--- src/design/twq_pkg.sv ---
// Shared types, constants and helpers of the timed wake queue.
`default_nettype none

package twq_pkg;

    localparam int QUEUE_DEPTH = 32;
    localparam int PTR_W       = $clog2(QUEUE_DEPTH);
    localparam int CNT_W       = $clog2(QUEUE_DEPTH + 1);
    localparam int ID_W        = 6;
    localparam int PRIO_W      = 6;
    localparam int TIME_W      = 32;

    typedef logic [PTR_W-1:0] twq_ptr_t;
    typedef logic [CNT_W-1:0] twq_cnt_t;

    typedef enum logic {
        OP_SLEEP = 1'b0,
        OP_TICK  = 1'b1
    } twq_op_t;

    typedef struct packed {
        twq_op_t           op;
        logic [ID_W-1:0]   task_id;
        logic [TIME_W-1:0] key_time;
        logic [PRIO_W-1:0] prio;
    } twq_cmd_t;

    typedef struct packed {
        logic [TIME_W-1:0] wake;
        logic [PRIO_W-1:0] prio;
        logic [ID_W-1:0]   task_id;
    } twq_entry_t;

    localparam int ENTRY_W = $bits(twq_entry_t);

    typedef struct packed {
        logic            woken_valid;
        logic [ID_W-1:0] woken_id;
        logic            queue_full;
        logic            last_result;
    } twq_result_t;

    function automatic twq_ptr_t wrap_add(input twq_ptr_t base, input twq_ptr_t off);
        logic [PTR_W:0] sum;
        sum = {1'b0, base} + {1'b0, off};
        if (sum >= (PTR_W+1)'(QUEUE_DEPTH))
        begin
            sum = sum - (PTR_W+1)'(QUEUE_DEPTH);
        end
        return sum[PTR_W-1:0];
    endfunction

endpackage

`default_nettype wire

--- src/design/twq_ram.sv ---
// Generic simple dual-port RAM with registered read.
`default_nettype none

module twq_ram #(
    parameter int WIDTH = 8,
    parameter int DEPTH = 4
) (
    input  wire logic                     clk,
    input  wire logic                     wr_en,
    input  wire logic [$clog2(DEPTH)-1:0] wr_addr,
    input  wire logic [WIDTH-1:0]         wr_data,
    input  wire logic [$clog2(DEPTH)-1:0] rd_addr,
    output logic      [WIDTH-1:0]         rd_data
);

    logic [WIDTH-1:0] mem_reg [DEPTH];

    always_ff @(posedge clk)
    begin
        if (wr_en)
        begin
            mem_reg[wr_addr] <= wr_data;
        end
        rd_data <= mem_reg[rd_addr];
    end

endmodule

`default_nettype wire

--- src/design/twq_front.sv ---
// Input side: accepts commands, classifies them and buffers them for the engine.
`default_nettype none

module twq_front (
    input  wire logic                          clk,
    input  wire logic                          rst_n,
    input  wire logic                          push,
    output logic                               full,
    input  wire logic                          cmd,
    input  wire logic [twq_pkg::ID_W-1:0]      task_id,
    input  wire logic [twq_pkg::TIME_W-1:0]    wake_time,
    input  wire logic [twq_pkg::PRIO_W-1:0]    task_priority,
    input  wire logic [twq_pkg::TIME_W-1:0]    now_time,
    output logic                               item_valid,
    output twq_pkg::twq_cmd_t                  item,
    input  wire logic                          item_take
);

    twq_pkg::twq_cmd_t mem_reg [2];
    logic              wr_ptr_reg, wr_ptr_next;
    logic              rd_ptr_reg, rd_ptr_next;
    logic [1:0]        count_reg, count_next;
    twq_pkg::twq_cmd_t in_item;
    logic              do_push;
    logic              do_pop;

    always_comb
    begin
        in_item.op       = cmd ? twq_pkg::OP_TICK : twq_pkg::OP_SLEEP;
        in_item.task_id  = task_id;
        in_item.key_time = cmd ? now_time : wake_time;
        in_item.prio     = task_priority;
    end

    assign full       = (count_reg == 2'd2);
    assign item_valid = (count_reg != 2'd0);
    assign item       = mem_reg[rd_ptr_reg];
    assign do_push    = push && !full;
    assign do_pop     = item_take && item_valid;

    always_comb
    begin
        wr_ptr_next = do_push ? ~wr_ptr_reg : wr_ptr_reg;
        rd_ptr_next = do_pop ? ~rd_ptr_reg : rd_ptr_reg;
        count_next  = count_reg + {1'b0, do_push} - {1'b0, do_pop};
    end

    always_ff @(posedge clk or negedge rst_n)
    begin
        if (!rst_n)
        begin
            wr_ptr_reg <= 1'b0;
            rd_ptr_reg <= 1'b0;
            count_reg  <= 2'd0;
        end
        else
        begin
            wr_ptr_reg <= wr_ptr_next;
            rd_ptr_reg <= rd_ptr_next;
            count_reg  <= count_next;
        end
    end

    always_ff @(posedge clk)
    begin
        if (do_push)
        begin
            mem_reg[wr_ptr_reg] <= in_item;
        end
    end

endmodule

`default_nettype wire

--- src/design/twq_result_q.sv ---
// Output side: buffers results until the receiver pops them.
`default_nettype none

module twq_result_q (
    input  wire logic                     clk,
    input  wire logic                     rst_n,
    input  wire logic                     res_push,
    input  wire twq_pkg::twq_result_t     res_data,
    output logic                          res_full,
    output logic                          empty,
    input  wire logic                     pop,
    output twq_pkg::twq_result_t          head
);

    twq_pkg::twq_result_t mem_reg [2];
    logic                 wr_ptr_reg, wr_ptr_next;
    logic                 rd_ptr_reg, rd_ptr_next;
    logic [1:0]           count_reg, count_next;
    logic                 do_push;
    logic                 do_pop;

    assign res_full = (count_reg == 2'd2);
    assign empty    = (count_reg == 2'd0);
    assign head     = mem_reg[rd_ptr_reg];
    assign do_push  = res_push && !res_full;
    assign do_pop   = pop && !empty;

    always_comb
    begin
        wr_ptr_next = do_push ? ~wr_ptr_reg : wr_ptr_reg;
        rd_ptr_next = do_pop ? ~rd_ptr_reg : rd_ptr_reg;
        count_next  = count_reg + {1'b0, do_push} - {1'b0, do_pop};
    end

    always_ff @(posedge clk or negedge rst_n)
    begin
        if (!rst_n)
        begin
            wr_ptr_reg <= 1'b0;
            rd_ptr_reg <= 1'b0;
            count_reg  <= 2'd0;
        end
        else
        begin
            wr_ptr_reg <= wr_ptr_next;
            rd_ptr_reg <= rd_ptr_next;
            count_reg  <= count_next;
        end
    end

    always_ff @(posedge clk)
    begin
        if (do_push)
        begin
            mem_reg[wr_ptr_reg] <= res_data;
        end
    end

endmodule

`default_nettype wire

--- src/design/twq_engine.sv ---
// Back end: keeps the sorted entry ring in RAM and runs sorted insert and due pop.
`default_nettype none

module twq_engine (
    input  wire logic                  clk,
    input  wire logic                  rst_n,
    input  wire logic                  item_valid,
    input  wire twq_pkg::twq_cmd_t     item,
    output logic                       item_take,
    output logic                       res_push,
    output twq_pkg::twq_result_t       res_data,
    input  wire logic                  res_full
);

    typedef enum logic [4:0] {
        S_IDLE      = 5'b00001,
        S_INS_SCAN  = 5'b00010,
        S_INS_PLACE = 5'b00100,
        S_POP_EVAL  = 5'b01000,
        S_FINISH    = 5'b10000
    } state_t;

    state_t                         state_reg, state_next;
    twq_pkg::twq_ptr_t              head_reg, head_next;
    twq_pkg::twq_cnt_t              count_reg, count_next;
    twq_pkg::twq_ptr_t              idx_reg, idx_next;
    logic                           pend_valid_reg, pend_valid_next;
    logic                           full_flag_reg, full_flag_next;
    logic [twq_pkg::ID_W-1:0]       pend_id_reg, pend_id_next;
    twq_pkg::twq_cmd_t              cur_reg, cur_next;

    logic                           wr_en;
    twq_pkg::twq_ptr_t              wr_addr;
    twq_pkg::twq_entry_t            wr_data;
    twq_pkg::twq_ptr_t              rd_addr;
    logic [twq_pkg::ENTRY_W-1:0]    rd_word;
    twq_pkg::twq_entry_t            rd_entry;
    twq_pkg::twq_entry_t            new_entry;
    twq_pkg::twq_entry_t            item_entry;
    logic                           goes_first;
    logic                           is_due;
    logic                           q_full;
    twq_pkg::twq_ptr_t              head_inc;

    twq_ram #(
        .WIDTH (twq_pkg::ENTRY_W),
        .DEPTH (twq_pkg::QUEUE_DEPTH)
    ) u_entries (
        .clk     (clk),
        .wr_en   (wr_en),
        .wr_addr (wr_addr),
        .wr_data (wr_data),
        .rd_addr (rd_addr),
        .rd_data (rd_word)
    );

    assign rd_entry = rd_word;

    always_comb
    begin
        new_entry.wake     = cur_reg.key_time;
        new_entry.prio     = cur_reg.prio;
        new_entry.task_id  = cur_reg.task_id;
        item_entry.wake    = item.key_time;
        item_entry.prio    = item.prio;
        item_entry.task_id = item.task_id;
    end

    assign goes_first = (cur_reg.key_time < rd_entry.wake) ||
                        ((cur_reg.key_time == rd_entry.wake) && (cur_reg.prio > rd_entry.prio));
    assign is_due     = (rd_entry.wake <= cur_reg.key_time);
    assign q_full     = (count_reg == twq_pkg::CNT_W'(twq_pkg::QUEUE_DEPTH));
    assign head_inc   = twq_pkg::wrap_add(head_reg, twq_pkg::PTR_W'(1));

    always_comb
    begin
        state_next      = state_reg;
        head_next       = head_reg;
        count_next      = count_reg;
        idx_next        = idx_reg;
        pend_valid_next = pend_valid_reg;
        full_flag_next  = full_flag_reg;
        pend_id_next    = pend_id_reg;
        cur_next        = cur_reg;
        item_take       = 1'b0;
        wr_en           = 1'b0;
        wr_addr         = head_reg;
        wr_data         = new_entry;
        rd_addr         = head_reg;
        res_push        = 1'b0;
        res_data        = '0;

        unique case (state_reg)
            S_IDLE:
            begin
                if (item_valid)
                begin
                    item_take       = 1'b1;
                    cur_next        = item;
                    pend_valid_next = 1'b0;
                    full_flag_next  = 1'b0;
                    if (item.op == twq_pkg::OP_TICK)
                    begin
                        rd_addr    = head_reg;
                        state_next = (count_reg == '0) ? S_FINISH : S_POP_EVAL;
                    end
                    else if (q_full)
                    begin
                        full_flag_next = 1'b1;
                        state_next     = S_FINISH;
                    end
                    else if (count_reg == '0)
                    begin
                        wr_en      = 1'b1;
                        wr_addr    = head_reg;
                        wr_data    = item_entry;
                        count_next = count_reg + twq_pkg::CNT_W'(1);
                        state_next = S_FINISH;
                    end
                    else
                    begin
                        idx_next   = twq_pkg::PTR_W'(count_reg - twq_pkg::CNT_W'(1));
                        rd_addr    = twq_pkg::wrap_add(head_reg, idx_next);
                        state_next = S_INS_SCAN;
                    end
                end
            end

            S_INS_SCAN:
            begin
                wr_en   = 1'b1;
                wr_addr = twq_pkg::wrap_add(head_reg, idx_reg + twq_pkg::PTR_W'(1));
                if (goes_first)
                begin
                    wr_data = rd_entry;
                    if (idx_reg == '0)
                    begin
                        state_next = S_INS_PLACE;
                    end
                    else
                    begin
                        idx_next = idx_reg - twq_pkg::PTR_W'(1);
                        rd_addr  = twq_pkg::wrap_add(head_reg, idx_next);
                    end
                end
                else
                begin
                    wr_data    = new_entry;
                    count_next = count_reg + twq_pkg::CNT_W'(1);
                    state_next = S_FINISH;
                end
            end

            S_INS_PLACE:
            begin
                wr_en      = 1'b1;
                wr_addr    = head_reg;
                wr_data    = new_entry;
                count_next = count_reg + twq_pkg::CNT_W'(1);
                state_next = S_FINISH;
            end

            S_POP_EVAL:
            begin
                rd_addr = head_reg;
                if (!is_due)
                begin
                    state_next = S_FINISH;
                end
                else if (!pend_valid_reg || !res_full)
                begin
                    res_push             = pend_valid_reg;
                    res_data.woken_valid = 1'b1;
                    res_data.woken_id    = pend_id_reg;
                    pend_valid_next      = 1'b1;
                    pend_id_next         = rd_entry.task_id;
                    head_next            = head_inc;
                    count_next           = count_reg - twq_pkg::CNT_W'(1);
                    rd_addr              = head_inc;
                    if (count_reg == twq_pkg::CNT_W'(1))
                    begin
                        state_next = S_FINISH;
                    end
                end
            end

            S_FINISH:
            begin
                res_data.woken_valid = pend_valid_reg;
                res_data.woken_id    = pend_valid_reg ? pend_id_reg : '0;
                res_data.queue_full  = full_flag_reg;
                res_data.last_result = 1'b1;
                if (!res_full)
                begin
                    res_push        = 1'b1;
                    pend_valid_next = 1'b0;
                    full_flag_next  = 1'b0;
                    state_next      = S_IDLE;
                end
            end

            default:
            begin
                state_next = S_IDLE;
            end
        endcase
    end

    always_ff @(posedge clk or negedge rst_n)
    begin
        if (!rst_n)
        begin
            state_reg      <= S_IDLE;
            head_reg       <= '0;
            count_reg      <= '0;
            pend_valid_reg <= 1'b0;
            full_flag_reg  <= 1'b0;
        end
        else
        begin
            state_reg      <= state_next;
            head_reg       <= head_next;
            count_reg      <= count_next;
            pend_valid_reg <= pend_valid_next;
            full_flag_reg  <= full_flag_next;
        end
    end

    always_ff @(posedge clk)
    begin
        idx_reg     <= idx_next;
        pend_id_reg <= pend_id_next;
        cur_reg     <= cur_next;
    end

endmodule

`default_nettype wire

--- src/design/timed_wake_queue_core.sv ---
// Top level of the timed wake queue: sorted sleep queue with tick-driven wakeup.
//
// Input channel: a transaction is taken on a rising edge with push high and full low.
// cmd 0 inserts task_id with wake_time and task_priority in order (earlier wake
// first, then higher priority, equal keys in arrival order); cmd 1 pops every
// entry whose wake tick is at or before now_time.
// Result channel: while empty is low the oldest result is on the result ports;
// it is taken on a rising edge with pop high. A sleep gives one result (queue_full
// set when the entry was dropped); a tick gives one result per woken task, the
// last one marked, or one empty result when nothing is due.
// The entries live in a ring buffer in one RAM; a tick advances the head pointer,
// a sleep walks from the tail toward the head moving one entry per cycle.
// A sleep runs longer the more entries move, and a tick the more entries it wakes.
// One command is worked on at a time; two more wait in the input buffer.
// Reset empties the queue and both buffers; RAM contents need no clearing.
// A stalled receiver fills the two-entry result buffer and then holds the engine,
// which in turn fills the input buffer and raises full.
`default_nettype none

module timed_wake_queue_core (
    input  wire logic                          clk,
    input  wire logic                          rst_n,
    input  wire logic                          push,
    output logic                               full,
    input  wire logic                          cmd,
    input  wire logic [twq_pkg::ID_W-1:0]      task_id,
    input  wire logic [twq_pkg::TIME_W-1:0]    wake_time,
    input  wire logic [twq_pkg::PRIO_W-1:0]    task_priority,
    input  wire logic [twq_pkg::TIME_W-1:0]    now_time,
    output logic                               empty,
    input  wire logic                          pop,
    output logic                               woken_valid,
    output logic      [twq_pkg::ID_W-1:0]      woken_id,
    output logic                               queue_full,
    output logic                               last_result
);

    logic                  item_valid;
    twq_pkg::twq_cmd_t     item;
    logic                  item_take;
    logic                  res_push;
    twq_pkg::twq_result_t  res_data;
    logic                  res_full;
    twq_pkg::twq_result_t  head;

    twq_front u_front (
        .clk           (clk),
        .rst_n         (rst_n),
        .push          (push),
        .full          (full),
        .cmd           (cmd),
        .task_id       (task_id),
        .wake_time     (wake_time),
        .task_priority (task_priority),
        .now_time      (now_time),
        .item_valid    (item_valid),
        .item          (item),
        .item_take     (item_take)
    );

    twq_engine u_engine (
        .clk        (clk),
        .rst_n      (rst_n),
        .item_valid (item_valid),
        .item       (item),
        .item_take  (item_take),
        .res_push   (res_push),
        .res_data   (res_data),
        .res_full   (res_full)
    );

    twq_result_q u_result_q (
        .clk      (clk),
        .rst_n    (rst_n),
        .res_push (res_push),
        .res_data (res_data),
        .res_full (res_full),
        .empty    (empty),
        .pop      (pop),
        .head     (head)
    );

    assign woken_valid = head.woken_valid;
    assign woken_id    = head.woken_id;
    assign queue_full  = head.queue_full;
    assign last_result = head.last_result;

endmodule

`default_nettype wire

--- config.mk ---
export PLATFORM = sky130hd
export DESIGN_NAME = timed_wake_queue_core
export DESIGN_NICKNAME = d
export VERILOG_FILES = /design/src/design/twq_pkg.sv /design/src/design/twq_ram.sv /design/src/design/twq_front.sv /design/src/design/twq_result_q.sv /design/src/design/twq_engine.sv /design/src/design/timed_wake_queue_core.sv
export SDC_FILE = /design/constraint.sdc
export NUM_CORES = 2
export LEC_CHECK = 0
export ABC_AREA = 1
export CAP_MARGIN = 40
export CORE_ASPECT_RATIO = 1.2
export CORE_MARGIN = 2
export CORE_UTILIZATION = 45
export CTS_BUF_LIST = sky130_fd_sc_hd__clkbuf_4 sky130_fd_sc_hd__clkbuf_8
export CTS_CLUSTER_SIZE = 40
export DETAILED_ROUTE_END_ITERATION = 10
export DONT_BUFFER_PORTS = 1
export PLACE_DENSITY_LB_ADDON = 0.1
export SLEW_MARGIN = 20
export SYNTH_ARGS = -nofsm -noshare
export SYNTH_HDL_FRONTEND = slang
export SYNTH_SLANG_ARGS = --single-unit
--- constraint.sdc ---
create_clock -name clk -period 13.1 [get_ports clk]
set_input_delay 2.62 -clock clk [delete_from_list [all_inputs] [get_ports clk]]
set_output_delay 2.62 -clock clk [all_outputs]
set_load 0.01 [all_outputs]
# [After elaboration in Yosys (flattened, before gate mapping)]
# Memory sizes are Yosys's and may differ from the RTL's. A register that Yosys moved wholly into a read port is not among the register bits.
# Index checks and enable logic that the tools add are counted.
# Widths: inputs -> output; s select.
[classes] order_cmp=7 bitwise_logic=4 reduce_logical=27 addsub=16 muxes=80 n_eq_ne=24
[ops] operator="$mux 44" n=5
[ops] operator="$mux 5" n=30
[ops] operator="$pmux 44 s2" n=1
[ops] operator="$mux 6" n=8
[ops] operator="$eq 32x32->1" n=1
[ops] operator="$le 32x32->1" n=1
[ops] operator="$lt 32x32->1" n=1
[ops] operator="$mux 32" n=1
[ops] operator="$pmux 5 s5" n=1
[ops] operator="$sub 5x1->5 const B" n=5
[ops] operator="$ge 6x6->1 const B" n=4
[ops] operator="$pmux 6 s4" n=1
[ops] operator="$mux 1" n=23
[ops] operator="$add 5x5->6" n=3
[ops] operator="$pmux 5 s3" n=1
[ops] operator="$mux 7" n=2
[ops] operator="$ne 2x2->1 const B" n=7
[ops] operator="$pmux 7 s2" n=1
[ops] operator="$pmux 5 s2" n=1
[ops] operator="$reduce_and 5->1" n=2
[ops] operator="$ne 3x3->1 const B" n=3
[ops] operator="$ne 2x1->1 const B" n=4
[ops] operator="$reduce_and 8->1" n=1
[ops] operator="$reduce_and 7->1" n=1
[ops] operator="other kinds (31)" n=50
[word_totals] out_inout_bits=11 regBits=81 mem_count=3 word_cells=177 ramBits=1516
[memory_table] memory="u_engine.u_entries.mem_reg" words=32 width=44 rd=1 rd_clocked_by_memory_dff=1 wr=1 line_no="twq_ram.sv:16" rtl="logic [WIDTH-1:0] mem_reg [DEPTH];"
[memory_table] memory="u_front.mem_reg" words=2 width=45 rd=1 rd_clocked_by_memory_dff=0 wr=1 line_no="twq_front.sv:19" rtl="twq_pkg::twq_cmd_t mem_reg [2];"
[memory_table] memory="u_result_q.mem_reg" words=2 width=9 rd=1 rd_clocked_by_memory_dff=0 wr=1 line_no="twq_result_q.sv:15" rtl="twq_pkg::twq_result_t mem_reg [2];"

# [Depth between registers and ports, before layout]
[logic_depth] depth_word=9 mapped_depth=27 ltp_nobuf=24

# [Hierarchy]
# Synthesis repeated with hierarchy kept, for this count alone.
[unflattened] cells_unflattened=6143 hier_area_um2=68767.2
[by_module_without_submodules] mod="twq_ram" area_each_um2=57612.8 seq_area_each_um2=43161.4 instances=1 cells_each=4842
[by_module_without_submodules] mod="twq_engine" area_each_um2=6242.2 seq_area_each_um2=2103.3 instances=1 cells_each=851
[by_module_without_submodules] mod="twq_front" area_each_um2=4023.9 seq_area_each_um2=2802.7 instances=1 cells_each=370
[by_module_without_submodules] mod="twq_result_q" area_each_um2=888.4 seq_area_each_um2=640.6 instances=1 cells_each=80

# [Worst setup path after synthesis]
# Ideal clock, no wire load.
[synth_timing] kind="input to register" from="in push" to="mem u_front.mem_reg[1][0] (netlist name) (enable)" required_ns=12.651 path_slack_ns=7.976 t_arrival_ns=4.675 stages=2 setup_ns=0.449 cell_sequence="o21ai_0 -> nor2_1"
[synth_between] elab_chain_cells=3
[synth_rtl] element="start: declaration" line_no="timed_wake_queue_core.sv:23" rtl="input wire logic push,"
[synth_rtl] element="$logic_and 1x1->1" line_no="twq_front.sv:38" rtl="assign do_push = push && !full;"
[synth_rtl] element="$mux 1" line_no="twq_front.sv:66" rtl="if (do_push)"
[synth_rtl] element="$mux 1 (not written as such)" line_no="twq_front.sv:68" rtl="mem_reg[wr_ptr_reg] <= in_item;"
[synth_rtl] element="end: declaration" line_no="twq_front.sv:19"
# Every way passes these cells.

# [Worst setup path after layout]
[layout_timing] from="reg u_engine.cur_reg[21] (netlist name)" to="reg u_engine.u_entries.rd_data[28], read port of u_engine.u_entries.mem_reg"
[layout_between] elab_chain_cells=5
[layout_rtl] element="start: declaration" line_no="twq_engine.sv:30" rtl="twq_pkg::twq_cmd_t cur_reg, cur_next;"
[layout_rtl] element="start signal: assignment" line_no="twq_engine.sv:233" rtl="cur_reg <= cur_next;"
[layout_rtl] element="parallel branches: the longest is 4 deep, another holds $lt 32x32->1"
[layout_rtl] element="$pmux 5 s3 *" line_no="twq_engine.sv:93" rtl="unique case (state_reg)"
[layout_rtl] element="end: declaration" line_no="twq_ram.sv:13" rtl="output logic [WIDTH-1:0] rd_data"
# Mark *: on every way between the ends.
# A chain may end at the register's enable or synchronous reset.

==> metrics.json <==
{
  "clk_pin_slew_worst_paths": {"value": 0.06, "unit": "ns"},
  "cts-buffers-inserted": {"value": 280},
  "route.detailed.wl_per_inst": {"value": 27.02, "unit": "um"},
  "hold_path_class": {"value": "reg2reg"},
  "timing.final.max_slew_violations": {"value": 0},
  "final.period_utilization": {"value": 48.23, "unit": "%"},
  "layout.nets": {"value": 5929},
  "synth_edf_count": {"value": 1571},
  "cts_htree_levels": {"value": 5},
  "cts.path.max_buffers": {"value": 4},
  "filler_cell_count": {"value": 13174},
  "layout-drive-gt1-share": {"value": 13.22, "unit": "%"},
  "final_hold_viol_count": {"value": 0},
  "chipHeight": {"value": 432.3, "unit": "um"},
  "grt_max_degree": {"value": 214},
  "rsz0062_at_grt": {"value": "no"},
  "max_cap_violations": {"value": 0},
  "die_w": {"value": 360.9, "unit": "um"},
  "postCtsResizedCells": {"value": 0},
  "grt_pass1_wl": {"value": 311.8, "unit": "mm"},
  "synth_area": {"value": 68790, "unit": "um^2"},
  "criticalPathCategory": {"value": "reg2reg"},
  "portion_of_the_post_synthesis_area_used_by_sequential_elements": {"value": 70.81, "unit": "%"},
  "worst_skew_pair.late_latency": {"value": 1.02, "unit": "ns"},
  "pre_cts_slack": {"value": 6.820, "unit": "ns"},
  "worstSetupEndpointType": {"value": "flip-flop"},
  "ys_types": {"value": 46},
  "floorplan.rows": {"value": 157},
  "gpl.final_weighted_congestion": {"value": 0.7830},
  "synthCells": {"value": 5738},
  "die_area": {"value": 156000, "unit": "um^2"},
  "placement.io_buffers": {"value": 0},
  "post-route-drc-count": {"value": 0},
  "flow.area_growth_from_synthesis": {"value": 13.00, "unit": "%"},
  "ys_seq_elements": {"value": 1641},
  "dp_hpwl": {"value": 112.4, "unit": "mm"},
  "design.core.area": {"value": 152200, "unit": "um^2"},
  "worst-path-max-fanout": {"value": 69},
  "tightest_slew": {"value": 1.228, "unit": "ns"},
  "worstSetupStartpointType": {"value": "flip-flop"},
  "timing.fmax": {"value": 158.3, "unit": "MHz"},
  "number_of_flip_flops_in_the_largest_register": {"value": 1408},
  "cts_num_sinks": {"value": 1641},
  "placed_area": {"value": 72290, "unit": "um^2"},
  "synth_ff_type": {"value": "sky130_fd_sc_hd__edfxtp_1"},
  "timing.final.setup_violations": {"value": 0},
  "postSynthAreaPerCell": {"value": 11.99, "unit": "um^2"},
  "vias": {"value": 47468},
  "outcome": {"value": "complete, no violations"},
  "fin_area": {"value": 77730, "unit": "um^2"},
  "finalCriticalPeriod": {"value": 6.318, "unit": "ns"},
  "synthesis.nets": {"value": 5882},
  "grt_antenna_before_repair": {"value": 7},
  "cp.required": {"value": 14.00, "unit": "ns"},
  "groute.usage.overall": {"value": 27.20, "unit": "%"},
  "ys_warn_count": {"value": 0},
  "ios": {"value": 92},
  "ctsHoldBuffers": {"value": 0},
  "grt_remaining_overflow": {"value": 0},
  "cp.arrival": {"value": 7.22, "unit": "ns"},
  "timing.clock.skew": {"value": 0.04726, "unit": "ns"},
  "tritoncts": {"value": "done"},
  "post-route-worst-setup-slack": {"value": 6.782, "unit": "ns"},
  "max_slew_margin": {"value": 18.15, "unit": "%"},
  "wirelength": {"value": 214.8, "unit": "mm"},
  "number_of_global_route_vias_before_repair": {"value": 45447},
  "drtIter0Drc": {"value": 5375},
  "library_cell_used_as_clock_root_buffer": {"value": "sky130_fd_sc_hd__clkbuf_8"},
  "postCtsSetupRepairBufs": {"value": 0},
  "detailedRoute.firstPassIterationCount": {"value": 5},
  "setup-tns-final": {"value": 0, "unit": "ns"},
  "avgViaCountPerCell": {"value": 5.970},
  "postRouteAntennaNets": {"value": 0},
  "initial_utilization": {"value": 45.19, "unit": "%"},
  "proportion_of_register_bits_with_asynchronous_set_or_reset_after_synthesis": {"value": 1.584, "unit": "%"}
}
## cell type report
type                    instances  area, um^2  area share (%)
multi-input cells            3545       18450           23.73
flip-flops and latches       1641       48710           62.66
clock buffers                 390        4792           6.165
well taps                    1987        2486           3.198
clock inverters                66       476.7          0.6132
diodes                          5       12.51         0.01610
inverters                     136       524.3          0.6744
repair buffers                181        2288           2.944
## routing by layer
metal	GRT usage, %	wire [um]	vias up
met4	8.300	5552	0
met2	43.89	101900	2164
met3	4.842	17390	339
met5	0	0	-
li1	-	-	21101
met1	37.67	90000	23864
## critical path: stages, from the launching register on
cell,delay (ns)
sky130_fd_sc_hd__edfxtp_1,0.43
sky130_fd_sc_hd__ha_1,0.32
sky130_fd_sc_hd__nand2_1,0.09
sky130_fd_sc_hd__inv_1,0.08
sky130_fd_sc_hd__nand3_1,0.11
sky130_fd_sc_hd__nor3_1,0.55
sky130_fd_sc_hd__nand3_1,0.37
sky130_fd_sc_hd__clkinv_1,0.11
sky130_fd_sc_hd__nand3_1,0.11
sky130_fd_sc_hd__nand2_2,0.16
sky130_fd_sc_hd__nor2_1,0.09
sky130_fd_sc_hd__nand2_1,0.13
sky130_fd_sc_hd__nand3_4,0.07
sky130_fd_sc_hd__buf_4,0.23
sky130_fd_sc_hd__buf_16,0.23
sky130_fd_sc_hd__nand2_4,0.57
sky130_fd_sc_hd__buf_4,0.74
sky130_fd_sc_hd__buf_4,0.74
sky130_fd_sc_hd__nand2_1,0.13
sky130_fd_sc_hd__nand3_1,0.12
sky130_fd_sc_hd__nand3_1,0.07
sky130_fd_sc_hd__nand3_1,0.14
sky130_fd_sc_hd__nand3_1,0.12
sky130_fd_sc_hd__nand2_1,0.25
## cell usage after synthesis, types with 13 or more instances
master / number / share of area, %
sky130_fd_sc_hd__buf_1: 62 / 0.34
sky130_fd_sc_hd__clkbuf_1: 156 / 0.85
sky130_fd_sc_hd__xor2_1: 20 / 0.25
sky130_fd_sc_hd__nand2_1: 964 / 5.3
sky130_fd_sc_hd__o21ai_0: 44 / 0.32
sky130_fd_sc_hd__buf_2: 190 / 1.4
sky130_fd_sc_hd__a41oi_1: 42 / 0.53
sky130_fd_sc_hd__ha_1: 60 / 1.1
sky130_fd_sc_hd__nand3_1: 2106 / 15
sky130_fd_sc_hd__inv_1: 120 / 0.65
sky130_fd_sc_hd__mux2_2: 74 / 1.2
sky130_fd_sc_hd__edfxtp_1: 1571 / 69
sky130_fd_sc_hd__inv_2: 13 / 0.071
sky130_fd_sc_hd__nor2_1: 139 / 0.76
sky130_fd_sc_hd__a21oi_1: 28 / 0.20
sky130_fd_sc_hd__dfxtp_1: 44 / 1.3
sky130_fd_sc_hd__dfrtp_1: 25 / 0.91
## metrics by stage
step / utilization [%] / hold slack, ns / std cells
after floorplan: - / 0.4086 / 5738
after global placement: 46.78 / 0.4645 / 7439
after detailed placement: 47.49 / 0.4814 / 7482
after CTS: 50.95 / 0.5143 / 7938
after global routing: 51.06 / 0.5499 / 7948
final: 51.06 / 0.5179 / 7951
## layout by cell type (no fill, tap or decap), types with 3 or more instances in the layout
| master | count |
|---|---|
| sky130_fd_sc_hd__edfxtp_1 | 1571 |
| sky130_fd_sc_hd__buf_6 | 3 |
| sky130_fd_sc_hd__a41oi_4 | 4 |
| sky130_fd_sc_hd__ha_1 | 60 |
| sky130_fd_sc_hd__clkbuf_8 | 298 |
| sky130_fd_sc_hd__nand3_1 | 2106 |
| sky130_fd_sc_hd__inv_1 | 120 |
| sky130_fd_sc_hd__clkinvlp_4 | 5 |
| sky130_fd_sc_hd__xor2_1 | 20 |
| sky130_fd_sc_hd__mux2_2 | 74 |
| sky130_fd_sc_hd__a21oi_2 | 4 |
| sky130_fd_sc_hd__nand4_1 | 10 |
| sky130_fd_sc_hd__a21oi_1 | 26 |
| sky130_fd_sc_hd__nor2_4 | 40 |
| sky130_fd_sc_hd__fa_1 | 3 |
| sky130_fd_sc_hd__bufinv_16 | 7 |
| sky130_fd_sc_hd__nor2_1 | 103 |
| sky130_fd_sc_hd__dfxtp_1 | 44 |
| sky130_fd_sc_hd__o211ai_1 | 3 |
| sky130_fd_sc_hd__buf_4 | 123 |
| sky130_fd_sc_hd__o21ai_0 | 44 |
| sky130_fd_sc_hd__clkbuf_4 | 92 |
| sky130_fd_sc_hd__buf_12 | 21 |
| sky130_fd_sc_hd__a41oi_2 | 38 |
| sky130_fd_sc_hd__clkinv_1 | 42 |
| sky130_fd_sc_hd__inv_2 | 9 |
| sky130_fd_sc_hd__clkinv_2 | 14 |
| sky130_fd_sc_hd__nand2_4 | 3 |
| sky130_fd_sc_hd__o21ai_1 | 4 |
| sky130_fd_sc_hd__buf_16 | 32 |
| sky130_fd_sc_hd__xnor2_1 | 7 |
| sky130_fd_sc_hd__diode_2 | 5 |
| sky130_fd_sc_hd__nand2_1 | 961 |
| sky130_fd_sc_hd__nor3_1 | 6 |
| sky130_fd_sc_hd__nand2_2 | 3 |
| sky130_fd_sc_hd__dfrtp_1 | 24 |
## path summary, 6_finish.rpt
kind	slack, ns	endpoint	startpoint	depth (start not counted)
setup / recovery	6.78	u_engine.u_entries.rd_data[28]$_DFF_P_	u_engine.cur_reg[21]$_DFFE_PP_	23
setup reg to reg	6.78	u_engine.u_entries.rd_data[28]$_DFF_P_	u_engine.cur_reg[21]$_DFFE_PP_	23
min in group asynchronous	1.31	u_front.rd_ptr_reg$_DFFE_PN0P_	rst_n	0
hold / removal	0.52	u_engine.full_flag_reg$_DFFE_PN0P_	u_engine.full_flag_reg$_DFFE_PN0P_	2
max in group asynchronous	11.59	u_engine.state_reg[0]$_DFFE_PN1P_	rst_n	0
hold reg to reg	0.52	u_engine.full_flag_reg$_DFFE_PN0P_	u_engine.full_flag_reg$_DFFE_PN0P_	2
## kinds of logic (layout without fill, tap and decap cells)
group | Yosys count | in the layout | synth area share, %
AOI/OAI and AO/OA | 135 | 135 | 1.286
other | 0 | 5 | 0
buffers and inverters | 552 | 773 | 3.401
and+or+nand+nor | 3244 | 3244 | 21.74
xor gates and xnor gates | 27 | 27 | 0.3438
adders and majority gates | 63 | 63 | 1.179
muxes | 76 | 76 | 1.240
DFF | 1641 | 1641 | 70.81
Power is not shown: default switching activity piles up to over one toggle a cycle in this logic, so the estimate is an artifact.
